[config.mk]
export PLATFORM = sky130hd
export DESIGN_NAME = btbfa_ctrl
export DESIGN_NICKNAME = d
export VERILOG_FILES = /design/src/design/boundary_tag_best_fit_allocator_unit_macros.svh /design/src/design/btbfa_pkg.sv /design/src/design/btbfa_ctrl.sv
export SDC_FILE = /design/constraint.sdc
export NUM_CORES = 1
export LEC_CHECK = 0
export ABC_AREA = 1
export BUFFER_PORTS_ARGS = -buffer_cell sky130_fd_sc_hd__buf_2
export CAP_MARGIN = 20
export CORE_MARGIN = 1.5
export CORE_UTILIZATION = 47
export DETAILED_ROUTE_END_ITERATION = 7
export PLACE_DENSITY = 0.77
export REMOVE_ABC_BUFFERS = 1
export SKIP_CTS_REPAIR_TIMING = 1
export SYNTH_ARGS = -nofsm -noshare
export SYNTH_HDL_FRONTEND = slang
export SYNTH_SLANG_ARGS = --single-unit
[constraint.sdc]
create_clock -name clk_i -period 1.5 [get_ports clk_i]
set_input_delay 0.075 -clock clk_i [delete_from_list [all_inputs] [get_ports clk_i]]
set_output_delay 0.075 -clock clk_i [all_outputs]
set_load 0.02 [all_outputs]
[src/design/boundary_tag_best_fit_allocator_unit_macros.svh]
// Assertion macros for the boundary tag best fit allocator.
// Expects clk_i and rst_ni in the scope of each use.
`ifndef BOUNDARY_TAG_BEST_FIT_ALLOCATOR_UNIT_MACROS_SVH
`define BOUNDARY_TAG_BEST_FIT_ALLOCATOR_UNIT_MACROS_SVH
`define BTBFA_ASSERT(name, prop, msg) \
  name: assert property (@(posedge clk_i) disable iff (!rst_ni) prop) else $error(msg);
`define BTBFA_ASSERT_NEXT(name, ante, cons, msg) \
  name: assert property (@(posedge clk_i) disable iff (!rst_ni) (ante) |=> (cons)) else $error(msg);
`endif

[src/design/btbfa_pkg.sv]
// Shared types and constants for the boundary tag best fit allocator.
// No dependencies.
package btbfa_pkg;

  localparam int unsigned PoolDepth = 4096;
  localparam int unsigned AddrW     = $clog2(PoolDepth);
  localparam logic [12:0] CfgReset  = 13'd4096;

  typedef enum logic [1:0] {
    OP_ALLOC = 2'd0,
    OP_FREE  = 2'd1,
    OP_INIT  = 2'd2
  } op_e;

  typedef enum logic [1:0] {
    ST_OK    = 2'd0,
    ST_NOFIT = 2'd1,
    ST_DFREE = 2'd2
  } status_e;

  typedef struct packed {
    logic [1:0]  opcode;
    logic [11:0] request_size;
    logic [11:0] block_address;
  } req_t;

  typedef struct packed {
    logic [1:0]  status;
    logic [11:0] payload_address;
  } rsp_t;

  typedef enum logic [3:0] {
    BS_ZERO, BS_POS, BS_BEST, BS_BREQ, BS_BORIG, BS_H, BS_HSZ, BS_HSZNX, BS_HPV, BS_P
  } base_e;

  typedef enum logic [2:0] {
    VAL_ZERO, VAL_ONE, VAL_LEFT, VAL_REQ, VAL_INIT, VAL_M1, VAL_M2, VAL_M3
  } val_e;

  typedef enum logic [3:0] {
    LD_NONE, LD_START, LD_FLAG, LD_LO, LD_SCAN, LD_SZ, LD_NX, LD_PV, LD_MNX
  } ld_e;

  typedef struct packed {
    logic              we;
    base_e             base;
    logic signed [4:0] off;
    val_e              val;
    logic              hi;
    ld_e               ld;
    logic              res_ld;
    status_e           res_st;
  } cmd_t;

  typedef struct packed {
    logic [1:0] op;
    logic       rd_zero;
    logic       more;
    logic       found;
    logic       split;
    logic       nx_ok;
    logic       h_zero;
    logic       merged;
    logic       out_busy;
  } stat_t;

  typedef enum logic [5:0] {
    S_IDLE, S_DISP, S_RES_OK, S_RES_NOFIT, S_RES_DFREE,
    S_A0, S_A1, S_A2, S_A3, S_A4,
    S_AW0, S_AW1, S_AW2, S_AW3, S_AW4, S_AW5, S_AW6, S_AW7, S_AW8, S_AFL,
    S_F0, S_F1, S_F2, S_F3, S_F4, S_F5, S_F6, S_F7, S_F8, S_F9, S_F10, S_F11,
    S_P0, S_P1, S_P2, S_P3, S_P4, S_P5, S_P6, S_P7, S_P8,
    S_I0, S_I1, S_I2, S_I3, S_I4
  } state_e;

endpackage

[src/design/btbfa_ctrl.sv]
// Sequencer of the allocator: walks blocks and issues memory commands.
// Depends on btbfa_pkg; drives btbfa_dp.
module btbfa_ctrl (
  input  logic             clk_i,
  input  logic             rst_ni,
  input  logic             in_valid_i,
  output logic             in_ready_o,
  input  btbfa_pkg::stat_t stat_i,
  output btbfa_pkg::cmd_t  cmd_o
);
  import btbfa_pkg::*;

  state_e state_q, state_d;

  always_ff @(posedge clk_i or negedge rst_ni) begin
    if (!rst_ni) begin
      state_q <= S_IDLE;
    end else begin
      state_q <= state_d;
    end
  end

  always_comb begin
    state_d = state_q;
    case (state_q)
      S_IDLE: if (in_valid_i) state_d = S_DISP;
      S_DISP: begin
        case (stat_i.op)
          OP_ALLOC: state_d = S_A0;
          OP_FREE:  state_d = S_F0;
          OP_INIT:  state_d = S_I0;
          default:  state_d = S_RES_OK;
        endcase
      end
      S_RES_OK, S_RES_NOFIT, S_RES_DFREE: if (!stat_i.out_busy) state_d = S_IDLE;
      S_A0: state_d = stat_i.more ? S_A1 : S_A4;
      S_A1: state_d = S_A2;
      S_A2: state_d = S_A3;
      S_A3: state_d = S_A0;
      S_A4: begin
        if (!stat_i.found) state_d = S_RES_NOFIT;
        else if (stat_i.split) state_d = S_AW0;
        else state_d = S_AFL;
      end
      S_AW0: state_d = S_AW1;
      S_AW1: state_d = S_AW2;
      S_AW2: state_d = S_AW3;
      S_AW3: state_d = S_AW4;
      S_AW4: state_d = S_AW5;
      S_AW5: state_d = S_AW6;
      S_AW6: state_d = S_AW7;
      S_AW7: state_d = S_AW8;
      S_AW8: state_d = S_AFL;
      S_AFL: state_d = S_RES_OK;
      S_F0:  state_d = S_F1;
      S_F1:  state_d = stat_i.rd_zero ? S_RES_DFREE : S_F2;
      S_F2:  state_d = S_F3;
      S_F3:  state_d = S_F4;
      S_F4:  state_d = stat_i.nx_ok ? S_F5 : S_P0;
      S_F5:  state_d = stat_i.rd_zero ? S_F6 : S_P0;
      S_F6:  state_d = S_F7;
      S_F7:  state_d = S_F8;
      S_F8:  state_d = S_F9;
      S_F9:  state_d = S_F10;
      S_F10: state_d = S_F11;
      S_F11: state_d = S_P0;
      S_P0:  state_d = stat_i.h_zero ? S_RES_OK : S_P1;
      S_P1:  state_d = S_P2;
      S_P2:  state_d = S_P3;
      S_P3:  state_d = S_P4;
      S_P4:  state_d = stat_i.rd_zero ? S_P5 : S_RES_OK;
      S_P5:  state_d = S_P6;
      S_P6:  state_d = S_P7;
      S_P7:  state_d = S_P8;
      S_P8:  state_d = S_RES_OK;
      S_I0:  state_d = S_I1;
      S_I1:  state_d = S_I2;
      S_I2:  state_d = S_I3;
      S_I3:  state_d = S_I4;
      S_I4:  state_d = S_RES_OK;
      default: state_d = S_IDLE;
    endcase
  end

  always_comb begin
    cmd_o        = '0;
    cmd_o.base   = BS_ZERO;
    cmd_o.val    = VAL_ZERO;
    cmd_o.ld     = LD_NONE;
    cmd_o.res_st = ST_OK;
    in_ready_o   = 1'b0;
    case (state_q)
      S_IDLE: begin
        in_ready_o = 1'b1;
        if (in_valid_i) cmd_o.ld = LD_START;
      end
      S_RES_OK:    cmd_o.res_ld = !stat_i.out_busy;
      S_RES_NOFIT: begin
        cmd_o.res_ld = !stat_i.out_busy;
        cmd_o.res_st = ST_NOFIT;
      end
      S_RES_DFREE: begin
        cmd_o.res_ld = !stat_i.out_busy;
        cmd_o.res_st = ST_DFREE;
      end
      S_A0: cmd_o.base = BS_POS;
      S_A1: begin
        cmd_o.ld = LD_FLAG; cmd_o.base = BS_POS; cmd_o.off = 5'sd1;
      end
      S_A2: begin
        cmd_o.ld = LD_LO; cmd_o.base = BS_POS; cmd_o.off = 5'sd2;
      end
      S_A3: cmd_o.ld = LD_SCAN;
      S_AW0: begin
        cmd_o.we = 1'b1; cmd_o.base = BS_BREQ; cmd_o.off = 5'sd5;
      end
      S_AW1: begin
        cmd_o.we = 1'b1; cmd_o.base = BS_BREQ; cmd_o.off = 5'sd6; cmd_o.val = VAL_LEFT;
      end
      S_AW2: begin
        cmd_o.we = 1'b1; cmd_o.base = BS_BREQ; cmd_o.off = 5'sd7; cmd_o.val = VAL_LEFT;
        cmd_o.hi = 1'b1;
      end
      S_AW3: begin
        cmd_o.we = 1'b1; cmd_o.base = BS_BORIG; cmd_o.off = 5'sd3; cmd_o.val = VAL_LEFT;
      end
      S_AW4: begin
        cmd_o.we = 1'b1; cmd_o.base = BS_BORIG; cmd_o.off = 5'sd4; cmd_o.val = VAL_LEFT;
        cmd_o.hi = 1'b1;
      end
      S_AW5: begin
        cmd_o.we = 1'b1; cmd_o.base = BS_BREQ; cmd_o.off = 5'sd3; cmd_o.val = VAL_REQ;
      end
      S_AW6: begin
        cmd_o.we = 1'b1; cmd_o.base = BS_BREQ; cmd_o.off = 5'sd4; cmd_o.val = VAL_REQ;
        cmd_o.hi = 1'b1;
      end
      S_AW7: begin
        cmd_o.we = 1'b1; cmd_o.base = BS_BEST; cmd_o.off = 5'sd1; cmd_o.val = VAL_REQ;
      end
      S_AW8: begin
        cmd_o.we = 1'b1; cmd_o.base = BS_BEST; cmd_o.off = 5'sd2; cmd_o.val = VAL_REQ;
        cmd_o.hi = 1'b1;
      end
      S_AFL: begin
        cmd_o.we = 1'b1; cmd_o.base = BS_BEST; cmd_o.val = VAL_ONE;
      end
      S_F0: cmd_o.base = BS_H;
      S_F1: begin
        cmd_o.base = BS_H; cmd_o.off = 5'sd1;
      end
      S_F2: begin
        cmd_o.ld = LD_LO; cmd_o.base = BS_H; cmd_o.off = 5'sd2;
      end
      S_F3: begin
        cmd_o.ld = LD_SZ; cmd_o.we = 1'b1; cmd_o.base = BS_H;
      end
      S_F4: begin
        cmd_o.base = BS_HSZ; cmd_o.off = 5'sd5;
      end
      S_F5: begin
        cmd_o.base = BS_HSZ; cmd_o.off = 5'sd6;
      end
      S_F6: begin
        cmd_o.ld = LD_LO; cmd_o.base = BS_HSZ; cmd_o.off = 5'sd7;
      end
      S_F7: cmd_o.ld = LD_NX;
      S_F8: begin
        cmd_o.we = 1'b1; cmd_o.base = BS_H; cmd_o.off = 5'sd1; cmd_o.val = VAL_M1;
      end
      S_F9: begin
        cmd_o.we = 1'b1; cmd_o.base = BS_H; cmd_o.off = 5'sd2; cmd_o.val = VAL_M1;
        cmd_o.hi = 1'b1;
      end
      S_F10: begin
        cmd_o.we = 1'b1; cmd_o.base = BS_HSZNX; cmd_o.off = 5'sd8; cmd_o.val = VAL_M1;
      end
      S_F11: begin
        cmd_o.we = 1'b1; cmd_o.base = BS_HSZNX; cmd_o.off = 5'sd9; cmd_o.val = VAL_M1;
        cmd_o.hi = 1'b1; cmd_o.ld = LD_MNX;
      end
      S_P0: begin
        cmd_o.base = BS_H; cmd_o.off = -5'sd2;
      end
      S_P1: begin
        cmd_o.ld = LD_LO; cmd_o.base = BS_H; cmd_o.off = -5'sd1;
      end
      S_P2: cmd_o.ld = LD_PV;
      S_P3: begin
        cmd_o.base = BS_HPV; cmd_o.off = -5'sd5;
      end
      S_P5: begin
        cmd_o.we = 1'b1; cmd_o.base = BS_HPV; cmd_o.off = -5'sd4;
        cmd_o.val = stat_i.merged ? VAL_M2 : VAL_M3;
      end
      S_P6: begin
        cmd_o.we = 1'b1; cmd_o.base = BS_HPV; cmd_o.off = -5'sd3;
        cmd_o.val = stat_i.merged ? VAL_M2 : VAL_M3; cmd_o.hi = 1'b1;
      end
      S_P7: begin
        cmd_o.we   = 1'b1;
        cmd_o.base = stat_i.merged ? BS_HSZNX : BS_HSZ;
        cmd_o.off  = stat_i.merged ? 5'sd8 : 5'sd3;
        cmd_o.val  = stat_i.merged ? VAL_M2 : VAL_M3;
      end
      S_P8: begin
        cmd_o.we   = 1'b1;
        cmd_o.base = stat_i.merged ? BS_HSZNX : BS_HSZ;
        cmd_o.off  = stat_i.merged ? 5'sd9 : 5'sd4;
        cmd_o.val  = stat_i.merged ? VAL_M2 : VAL_M3;
        cmd_o.hi   = 1'b1;
      end
      S_I0: begin
        cmd_o.we = 1'b1;
      end
      S_I1: begin
        cmd_o.we = 1'b1; cmd_o.off = 5'sd1; cmd_o.val = VAL_INIT;
      end
      S_I2: begin
        cmd_o.we = 1'b1; cmd_o.off = 5'sd2; cmd_o.val = VAL_INIT; cmd_o.hi = 1'b1;
      end
      S_I3: begin
        cmd_o.we = 1'b1; cmd_o.base = BS_P; cmd_o.off = -5'sd2; cmd_o.val = VAL_INIT;
      end
      S_I4: begin
        cmd_o.we = 1'b1; cmd_o.base = BS_P; cmd_o.off = -5'sd1; cmd_o.val = VAL_INIT;
        cmd_o.hi = 1'b1;
      end
      default: begin
      end
    endcase
  end

endmodule

==> results.sh, run 1 <==
export IMPL_ys_seq_area_frac=0.100
export IMPL_avgSynthCellArea_um2=4.97
export IMPL_stop_error="[ERROR GRT-0232] Routing congestion too high. Check the congestion heatmap in the GUI."
export IMPL_yosys_warnings=0
export IMPL_grt_max_degree=16
export IMPL_synth_seq_cells=6
export IMPL_synth_compound_area_frac=0.0243
export IMPL_synth_top_family_by_area="simple AND/OR/NAND/NOR gates"
export IMPL_die_y_um=59.4
export IMPL_numCtsBuffers=3
export IMPL_cts_num_sinks=6
export IMPL_dp_hpwl_um=5150
export IMPL_htree_levels=1
export IMPL_synth_distinct_cells=22
export IMPL_rows=20
export IMPL_clockBufferDepth=2
export IMPL_postGrtWorstEndpoint="cmd_o[20]"
export IMPL_ys_async_sr_fraction=1.00
export IMPL_io_buffers=34
export IMPL_synthMuxAreaShare=0
export IMPL_start_util=0.494
export IMPL_clockRootBuffer="clkbuf_4"
export IMPL_synthSimpleGateAreaFrac=0.756
export IMPL_worstEndpointType="output port"
export IMPL_grt_ovfl_total=46
export IMPL_synthCells=301
export IMPL_synth_ff_type="dfrtp_1"
export IMPL_synth_area_um2=1500
export IMPL_ios=35
export IMPL_synth_fa_ha_area_frac=0
export IMPL_synth_edff_count=0
export IMPL_outcome="did not finish"
export IMPL_gp_congestion=1.03
export IMPL_die_x_um=59.4
export IMPL_lastStage="5_1_grt"
export IMPL_yosys_area_share_xor_xnor=0
export IMPL_grtUsageTotal=0.766
## metal layers
metal | GRT overflow | track usage
met5 | 0 | 0
met4 | 18 | 0.893
met3 | 0 | 0.557
met2 | 28 | 0.961
met1 | 0 | 0.741
## synthesized netlist by cell type (all sizes together), types with 2 or more instances
master  number  area (um2)
a21oi        2        10.0
nand3b       2        15.0
dfrtp        6         150
nor3         6        35.0
nand2      104         393
o21ai        4        20.0
nor3b        4        30.0
buf          4        35.0
nor2        66         295
nand4       17         106
inv         38         143
nand3       46         250
## metrics by stage
stage,setup slack (ps),instance area [um2],TNS (ps),instances,util
2_1_floorplan,-318,1460,-2800,297,-
3_3_place_gp,-276,2110,-3860,430,0.697
3_5_place_dp,-260,2110,-3780,430,0.697
4_1_cts,-555,2130,-9630,433,0.705
## cells by family after synthesis
kind of cell | count (synthesis)
compound gates | 7
buf+inv | 42
flops | 6
simple gates | 246
==> inputs of run 2 (changes only) <==
--- a/config.mk
+++ b/config.mk
@@ -9,9 +9,9 @@
 export BUFFER_PORTS_ARGS = -buffer_cell sky130_fd_sc_hd__buf_2
 export CAP_MARGIN = 20
 export CORE_MARGIN = 1.5
-export CORE_UTILIZATION = 47
+export CORE_UTILIZATION = 32
 export DETAILED_ROUTE_END_ITERATION = 7
-export PLACE_DENSITY = 0.77
+export PLACE_DENSITY_LB_ADDON = 0.15
 export REMOVE_ABC_BUFFERS = 1
 export SKIP_CTS_REPAIR_TIMING = 1
 export SYNTH_ARGS = -nofsm -noshare
==> constraint.sdc (replaced) <==
create_clock -name clk_i -period 1.95 [get_ports clk_i]
set_input_delay 0.0975 -clock clk_i [delete_from_list [all_inputs] [get_ports clk_i]]
set_output_delay 0.0975 -clock clk_i [all_outputs]
set_load 0.02 [all_outputs]
==> run 2 against run 1 <==
The run now ends clean. Synthesized area is the same. Synthesized cell count is the same.
==> results.sh, run 2 <==
export IMPL_avgSynthCellArea_um2=4.97
export IMPL_avgViaCountPerCell=5.57
export IMPL_final_util=0.475
export IMPL_grt_pass1_wl_um=9770
export IMPL_crit_path_end_kind="primary output"
export IMPL_clockBufferDepth=2
export IMPL_grtUsageTotal=0.240
export IMPL_antenna_found_initial=0
export IMPL_timing_final_ws_setup_ps=32.8
export IMPL_ys_async_sr_fraction=1.00
export IMPL_rsz0062_at_grt="yes"
export IMPL_hold_viol=0
export IMPL_synth_ff_type="dfrtp_1"
export IMPL_post_route_period_util=0.983
export IMPL_clk_latency_ps=220
export IMPL_timing_hold_ws_ps=126
export IMPL_crit_type="reg -> out"
export IMPL_gp_congestion=1.04
export IMPL_synth_area_leaders="nand2_1 (26%), nor2_1 (14%), nand3_1 (14%)"
export IMPL_synth_top_family_by_area="simple AND/OR/NAND/NOR gates"
export IMPL_dr_pass1_iters=5
export IMPL_fin_skew_ps=1.66
export IMPL_max_freq_mhz=522
export IMPL_die_y_um=71.4
export IMPL_drtAntennaViolNets=0
export IMPL_arrival_ps=1820
export IMPL_tightest_slew_ps=294
export IMPL_ios=35
export IMPL_synth_distinct_cells=22
export IMPL_fin_crit_ps=1920
export IMPL_grt_ovfl_total=0
export IMPL_reg2reg_from="state_q[3]"
export IMPL_synthMuxAreaShare=0
export IMPL_top_regs="state_q: 6 flops"
export IMPL_grt_max_degree=17
export IMPL_yosys_warnings=0
export IMPL_synth_edff_count=0
export IMPL_layout_common_cells="nand2_1 (87), nor2_1 (50), nand3_1 (33), buf_2 (33), inv_1 (31)"
export IMPL_ys_seq_area_frac=0.100
export IMPL_grt_busiest_layer="met2"
export IMPL_p_leak_nw=1.39
export IMPL_io_buffers=34
export IMPL_drv_cap=0
export IMPL_start_util=0.339
export IMPL_grt_pass1_vias=2056
export IMPL_n_antenna_cell=0
export IMPL_clkSlewWorstSetupHoldPaths_ps=30
export IMPL_ir_drop_uv=668
export IMPL_worstHoldStart="stat_i[5]"
export IMPL_grt_met3_usage=0.0605
export IMPL_clockRootBuffer="clkbuf_8"
export IMPL_fillers=480
export IMPL_dp_cells=389
export IMPL_dp_hpwl_um=4980
export IMPL_synthSimpleGateAreaFrac=0.756
export IMPL_regMostFlops="state_q"
export IMPL_outcome="finished clean"
export IMPL_hp_class="in -> reg"
export IMPL_critPathRequiredTime_ps=1850
export IMPL_numCtsBuffers=3
export IMPL_final_cells=407
export IMPL_groute_layer_met1_usage=0.318
export IMPL_wl_per_cell_um=15.8
export IMPL_yosys_area_share_xor_xnor=0
export IMPL_pre_cts_slack_ps=94.7
export IMPL_synth_area_um2=1500
export IMPL_critPathLaunch="state_q[3]"
export IMPL_largest_reg_flops=6
export IMPL_htree_levels=1
export IMPL_regArea_um2=158
export IMPL_nNetsFinal=370
export IMPL_cts_tree="done"
export IMPL_yosysTopAreaCell="nand2_1"
export IMPL_num_vias=2268
export IMPL_crit_path_start_kind="flop"
export IMPL_path_max_fanout=8
export IMPL_max_slew_margin_rel=0.803
export IMPL_powerDensity_nw_per_um2=1350
export IMPL_die_x_um=71.4
export IMPL_grtUsageMet2=0.364
export IMPL_drv_slew=0
export IMPL_drc=0
export IMPL_rows=24
export IMPL_synth_top_area_share=0.259
export IMPL_multi_input_area_um2=1340
export IMPL_synth_fa_ha_area_frac=0
export IMPL_drt_initial_drc_count=186
export IMPL_synth_seq_cells=6
export IMPL_synth_compound_area_frac=0.0243
export IMPL_ys_top_cells_by_count="nand2_1 (103), nor2_1 (57), nand3_1 (42), inv_1 (34), nand4_1 (17)"
export IMPL_finalSetupTns_ps=0
export IMPL_layout_commonest_cell="nand2_1"
export IMPL_dieArea_um2=5090
export IMPL_wirelength_um=6430
export IMPL_synthCells=301
export IMPL_synth_most_common_cell="nand2_1"
export IMPL_setup_violations=0
export IMPL_drive_gt1_frac=0.344
export IMPL_cts_num_sinks=6
export IMPL_area_growth_pct=40.3
export IMPL_fp_coreArea_um2=4410
==> run 2: worst max-delay path, stage by stage (launching register included) <==
cell and delay (ps):
dfrtp_2 450, inv_2 70, nor2_4 260, buf_4 180
nand3_2 150, nand2_1 170, nor3b_2 70, nand4_1 80
buf_2 170
==> run 2: layout make-up <==
cell class / instances / area share
Tap cell: 52 / 0.0310
Clock buffer: 3 / 0.0197
Timing Repair Buffer: 54 / 0.166
Sequential cell: 6 / 0.0752
Inverter: 38 / 0.0692
Multi-Input combinational cell: 254 / 0.638
==> run 2: per-layer routing <==
metal | share of wire | vias up | wire [um]
met1 | 0.41 | 995 | 2610
met5 | 0 | - | 0
li1 | - | 1085 | -
met2 | 0.43 | 157 | 2760
met3 | 0.11 | 31 | 712
met4 | 0.054 | 0 | 348
==> run 2: where the power goes <==
group | internal, mW | switching (mW)
Combinational | 0.844 | 1.49
Sequential | 0.190 | 0.120
Clock | 0.132 | 0.0516
Total | 1.17 | 1.66
==> run 2: final timing paths <==
path                              end  slack, ps  depth (start not counted)
max reg2reg                state_q[3]        180                          9
min reg2reg                state_q[0]        630                          2
min                        state_q[4]        130                          3
max                         cmd_o[17]         30                          8
min in group asynchronous  state_q[0]        230                          2
max in group asynchronous  state_q[4]       1560                          2
==> run 2: metrics by stage <==
stage / instance area (um2) / total power [mW]
3_3_place_gp: 1740 / 2.14
6_report: 2100 / 2.83
2_1_floorplan: 1460 / 1.51
3_5_place_dp: 1740 / 2.12
4_1_cts: 1780 / 2.31
5_1_grt: 2100 / 3.04
==> run 2: cell families (layout without fill, tap and decap cells) <==
family	count (synthesis)	count (layout)
simple gates	246	247
flops	6	6
compound gates	7	7
buf+inv	42	95
(Power assumes the default switching activity.)
==> inputs of run 3 (changes only) <==
--- a/config.mk
+++ b/config.mk
@@ -5,7 +5,7 @@
 export SDC_FILE = /design/constraint.sdc
 export NUM_CORES = 1
 export LEC_CHECK = 0
-export ABC_AREA = 1
+export ABC_AREA = 0
 export BUFFER_PORTS_ARGS = -buffer_cell sky130_fd_sc_hd__buf_2
 export CAP_MARGIN = 20
 export CORE_MARGIN = 1.5
==> run 3 against run 2 <==
The flow now finishes with violations (negative setup slack). Critical path depth shrank 1. Clock power up 6%. Synthesized cell count down 3.7%. Via count grew 21%. Register-to-register slack worse by 130 ps. Synthesized area is 21% higher. Flip-flop and latch count stayed put. Critical path type unchanged. Critical endpoint is now cmd_o[14]. Largest power group unchanged.
==> results.sh, run 3 <==
export IMPL_io_buffers=34
export IMPL_hp_class="in -> reg"
export IMPL_wirelength_um=8890
export IMPL_synthMuxAreaShare=0.0221
export IMPL_drv_cap=0
export IMPL_ir_drop_uv=810
export IMPL_arrival_ps=1860
export IMPL_synth_fa_ha_area_frac=0
export IMPL_wl_met1_um=3630
export IMPL_grt_ovfl_total=0
export IMPL_crit_path_end_kind="primary output"
export IMPL_wl_per_cell_um=20.2
export IMPL_dp_hpwl_um=6540
export IMPL_numCtsBuffers=3
export IMPL_synthCells=290
export IMPL_yosys_area_share_xor_xnor=0.0145
export IMPL_rows=27
export IMPL_nNetsFinal=384
export IMPL_synth_area_leaders="a21oi_1 (9.1%), dfrtp_1 (8.3%), nor2_1 (6.0%)"
export IMPL_clockBufferDepth=2
export IMPL_avgSynthCellArea_um2=6.26
export IMPL_grt_max_degree=18
export IMPL_cts_num_sinks=6
export IMPL_critPathRequiredTime_ps=1850
export IMPL_synth_seq_cells=6
export IMPL_synth_area_um2=1820
export IMPL_synth_top_area_share=0.0910
export IMPL_synth_compound_area_frac=0.465
export IMPL_fillers=571
export IMPL_setup_violations=1
export IMPL_die_x_um=78.3
export IMPL_clkSlewWorstSetupHoldPaths_ps=40
export IMPL_clk_latency_ps=230
export IMPL_htree_levels=1
export IMPL_rsz0062_at_grt="yes"
export IMPL_path_max_fanout=7
export IMPL_fin_skew_ps=2.18
export IMPL_layout_commonest_cell="buf_4"
export IMPL_gp_congestion=1.00
export IMPL_drive_gt1_frac=0.423
export IMPL_synth_distinct_cells=56
export IMPL_fp_coreArea_um2=5510
export IMPL_hold_viol=0
export IMPL_timing_final_ws_setup_ps=-5.96
export IMPL_n_antenna_cell=0
export IMPL_cts_tree="done"
export IMPL_drtAntennaViolNets=0
export IMPL_synth_top_family_by_area="compound AO/OA/AOI/OAI gates"
export IMPL_drc=0
export IMPL_tightest_slew_ps=438
export IMPL_grt_pass1_vias=2543
export IMPL_synth_most_common_cell="a21oi_1"
export IMPL_highest_layer="met4"
export IMPL_clockRootBuffer="clkbuf_8"
export IMPL_dr_pass1_iters=5
export IMPL_final_cells=441
export IMPL_wl_met3_um=909
export IMPL_violations="negative setup slack"
export IMPL_max_slew_margin_rel=0.705
export IMPL_yosys_warnings=0
export IMPL_dieArea_um2=6130
export IMPL_ios=35
export IMPL_area_growth_pct=52.7
export IMPL_largest_reg_flops=6
export IMPL_synth_ff_type="dfrtp_1"
export IMPL_synthSimpleGateAreaFrac=0.309
export IMPL_post_route_period_util=1.00
export IMPL_regArea_um2=155
export IMPL_ys_async_sr_fraction=1.00
export IMPL_p_leak_nw=1.16
export IMPL_ys_top_cells_by_count="a21oi_1 (33), nor2_1 (29), nand2_1 (24), o21ai_0 (20), buf_2 (17)"
export IMPL_die_y_um=78.3
export IMPL_outcome="complete, but fails checks"
export IMPL_drv_slew=0
export IMPL_top_regs="state_q: 6 flops"
export IMPL_synth_edff_count=0
export IMPL_fin_crit_ps=1960
export IMPL_regMostFlops="state_q"
export IMPL_dp_cells=427
export IMPL_avgViaCountPerCell=6.23
export IMPL_pre_cts_slack_ps=-57.4
export IMPL_timing_hold_ws_ps=209
export IMPL_antenna_found_initial=0
export IMPL_yosysTopAreaCell="a21oi_1"
export IMPL_multi_input_area_um2=1630
export IMPL_max_freq_mhz=511
export IMPL_crit_type="reg -> out"
export IMPL_layout_common_cells="buf_4 (72), a21oi_1 (30), buf_2 (27)"
export IMPL_powerDensity_nw_per_um2=1870
export IMPL_num_vias=2747
export IMPL_crit_path_start_kind="flop"
export IMPL_start_util=0.330
export IMPL_dr_wl_met2_um=4160
export IMPL_grt_pass1_wl_um=13800
export IMPL_ys_seq_area_frac=0.0827
export IMPL_drt_initial_drc_count=310
export IMPL_grtUsageTotal=0.286
==> run 3: cell types whose count changed in the layout (fill, tap and decap cells not counted), moves of 13 or more <==
cell and delta:
o21ai_0 +13, nand2_1 -67, nand4_1 -16, buf_4 +56, inv_1 -27, o22ai_1 +13
nor2_1 -27, a21oi_1 +28, nand3_1 -28
==> run 3: path summary, 6_finish.rpt <==
| check | from | to | slack [ps] | cells past startpoint |
|---|---|---|---|---|
| max | state_q[2] | cmd_o[14] | -6 | 7 |
| min | stat_i[8] | state_q[4] | 210 | 3 |
| max reg2reg | state_q[1] | state_q[1] | 50 | 7 |
| min reg2reg | state_q[5] | state_q[4] | 650 | 1 |
| max in group asynchronous | rst_ni | state_q[2] | 1540 | 2 |
| min in group asynchronous | rst_ni | state_q[3] | 240 | 2 |
==> run 3: cell families (layout without fill, tap and decap cells) <==
| family | count (synthesis) | in the layout |
|---|---|---|
| compound gates | 125 | 125 |
| xor+xnor | 3 | 3 |
| buf+inv | 41 | 120 |
| flops | 6 | 6 |
| mux | 4 | 4 |
| simple gates | 111 | 111 |
==> run 3: report_power, final <==
group | internal [mW] | total [mW] | switching, mW
clock network | 0.133 | 0.195 | 0.0619
logic | 2.03 | 4.70 | 2.67
registers | 0.189 | 0.276 | 0.0874
==> run 3: critical path, cell delays in order, from the launching register on <==
cell and delay (ps):
dfrtp_2 420, buf_12 140, buf_4 150, nand2_2 160, nand2_2 110, a2111oi_4 370, nand2b_1 160, buf_6 120
==> run 3: per-layer routing <==
| layer | vias to the layer above | GRT usage |
|---|---|---|
| met5 | - | 0 |
| met2 | 182 | 0.463 |
| met3 | 25 | 0.0500 |
| met4 | 0 | 0.0821 |
| li1 | 1256 | - |
| met1 | 1284 | 0.386 |
==> run 3: layout make-up <==
cell class,count,share of cell area
tap,72,0.0325
inverter,7,0.00948
multi-input combinational,243,0.586
timing repair buffer,110,0.301
sequential,6,0.0560
clock buffer,3,0.0149
==> run 3: metrics by stage <==
stage / utilization / cell area (um2) / setup TNS [ps] / power, mW
2_1_floorplan: - / 1650 / -3160 / 2.48
3_3_place_gp: 0.442 / 2430 / -224 / 4.29
3_5_place_dp: 0.442 / 2430 / -67.1 / 4.26
4_1_cts: 0.449 / 2470 / -1930 / 4.48
5_1_grt: 0.503 / 2770 / -191 / 5.51
6_report: 0.503 / 2770 / -5.96 / 5.17
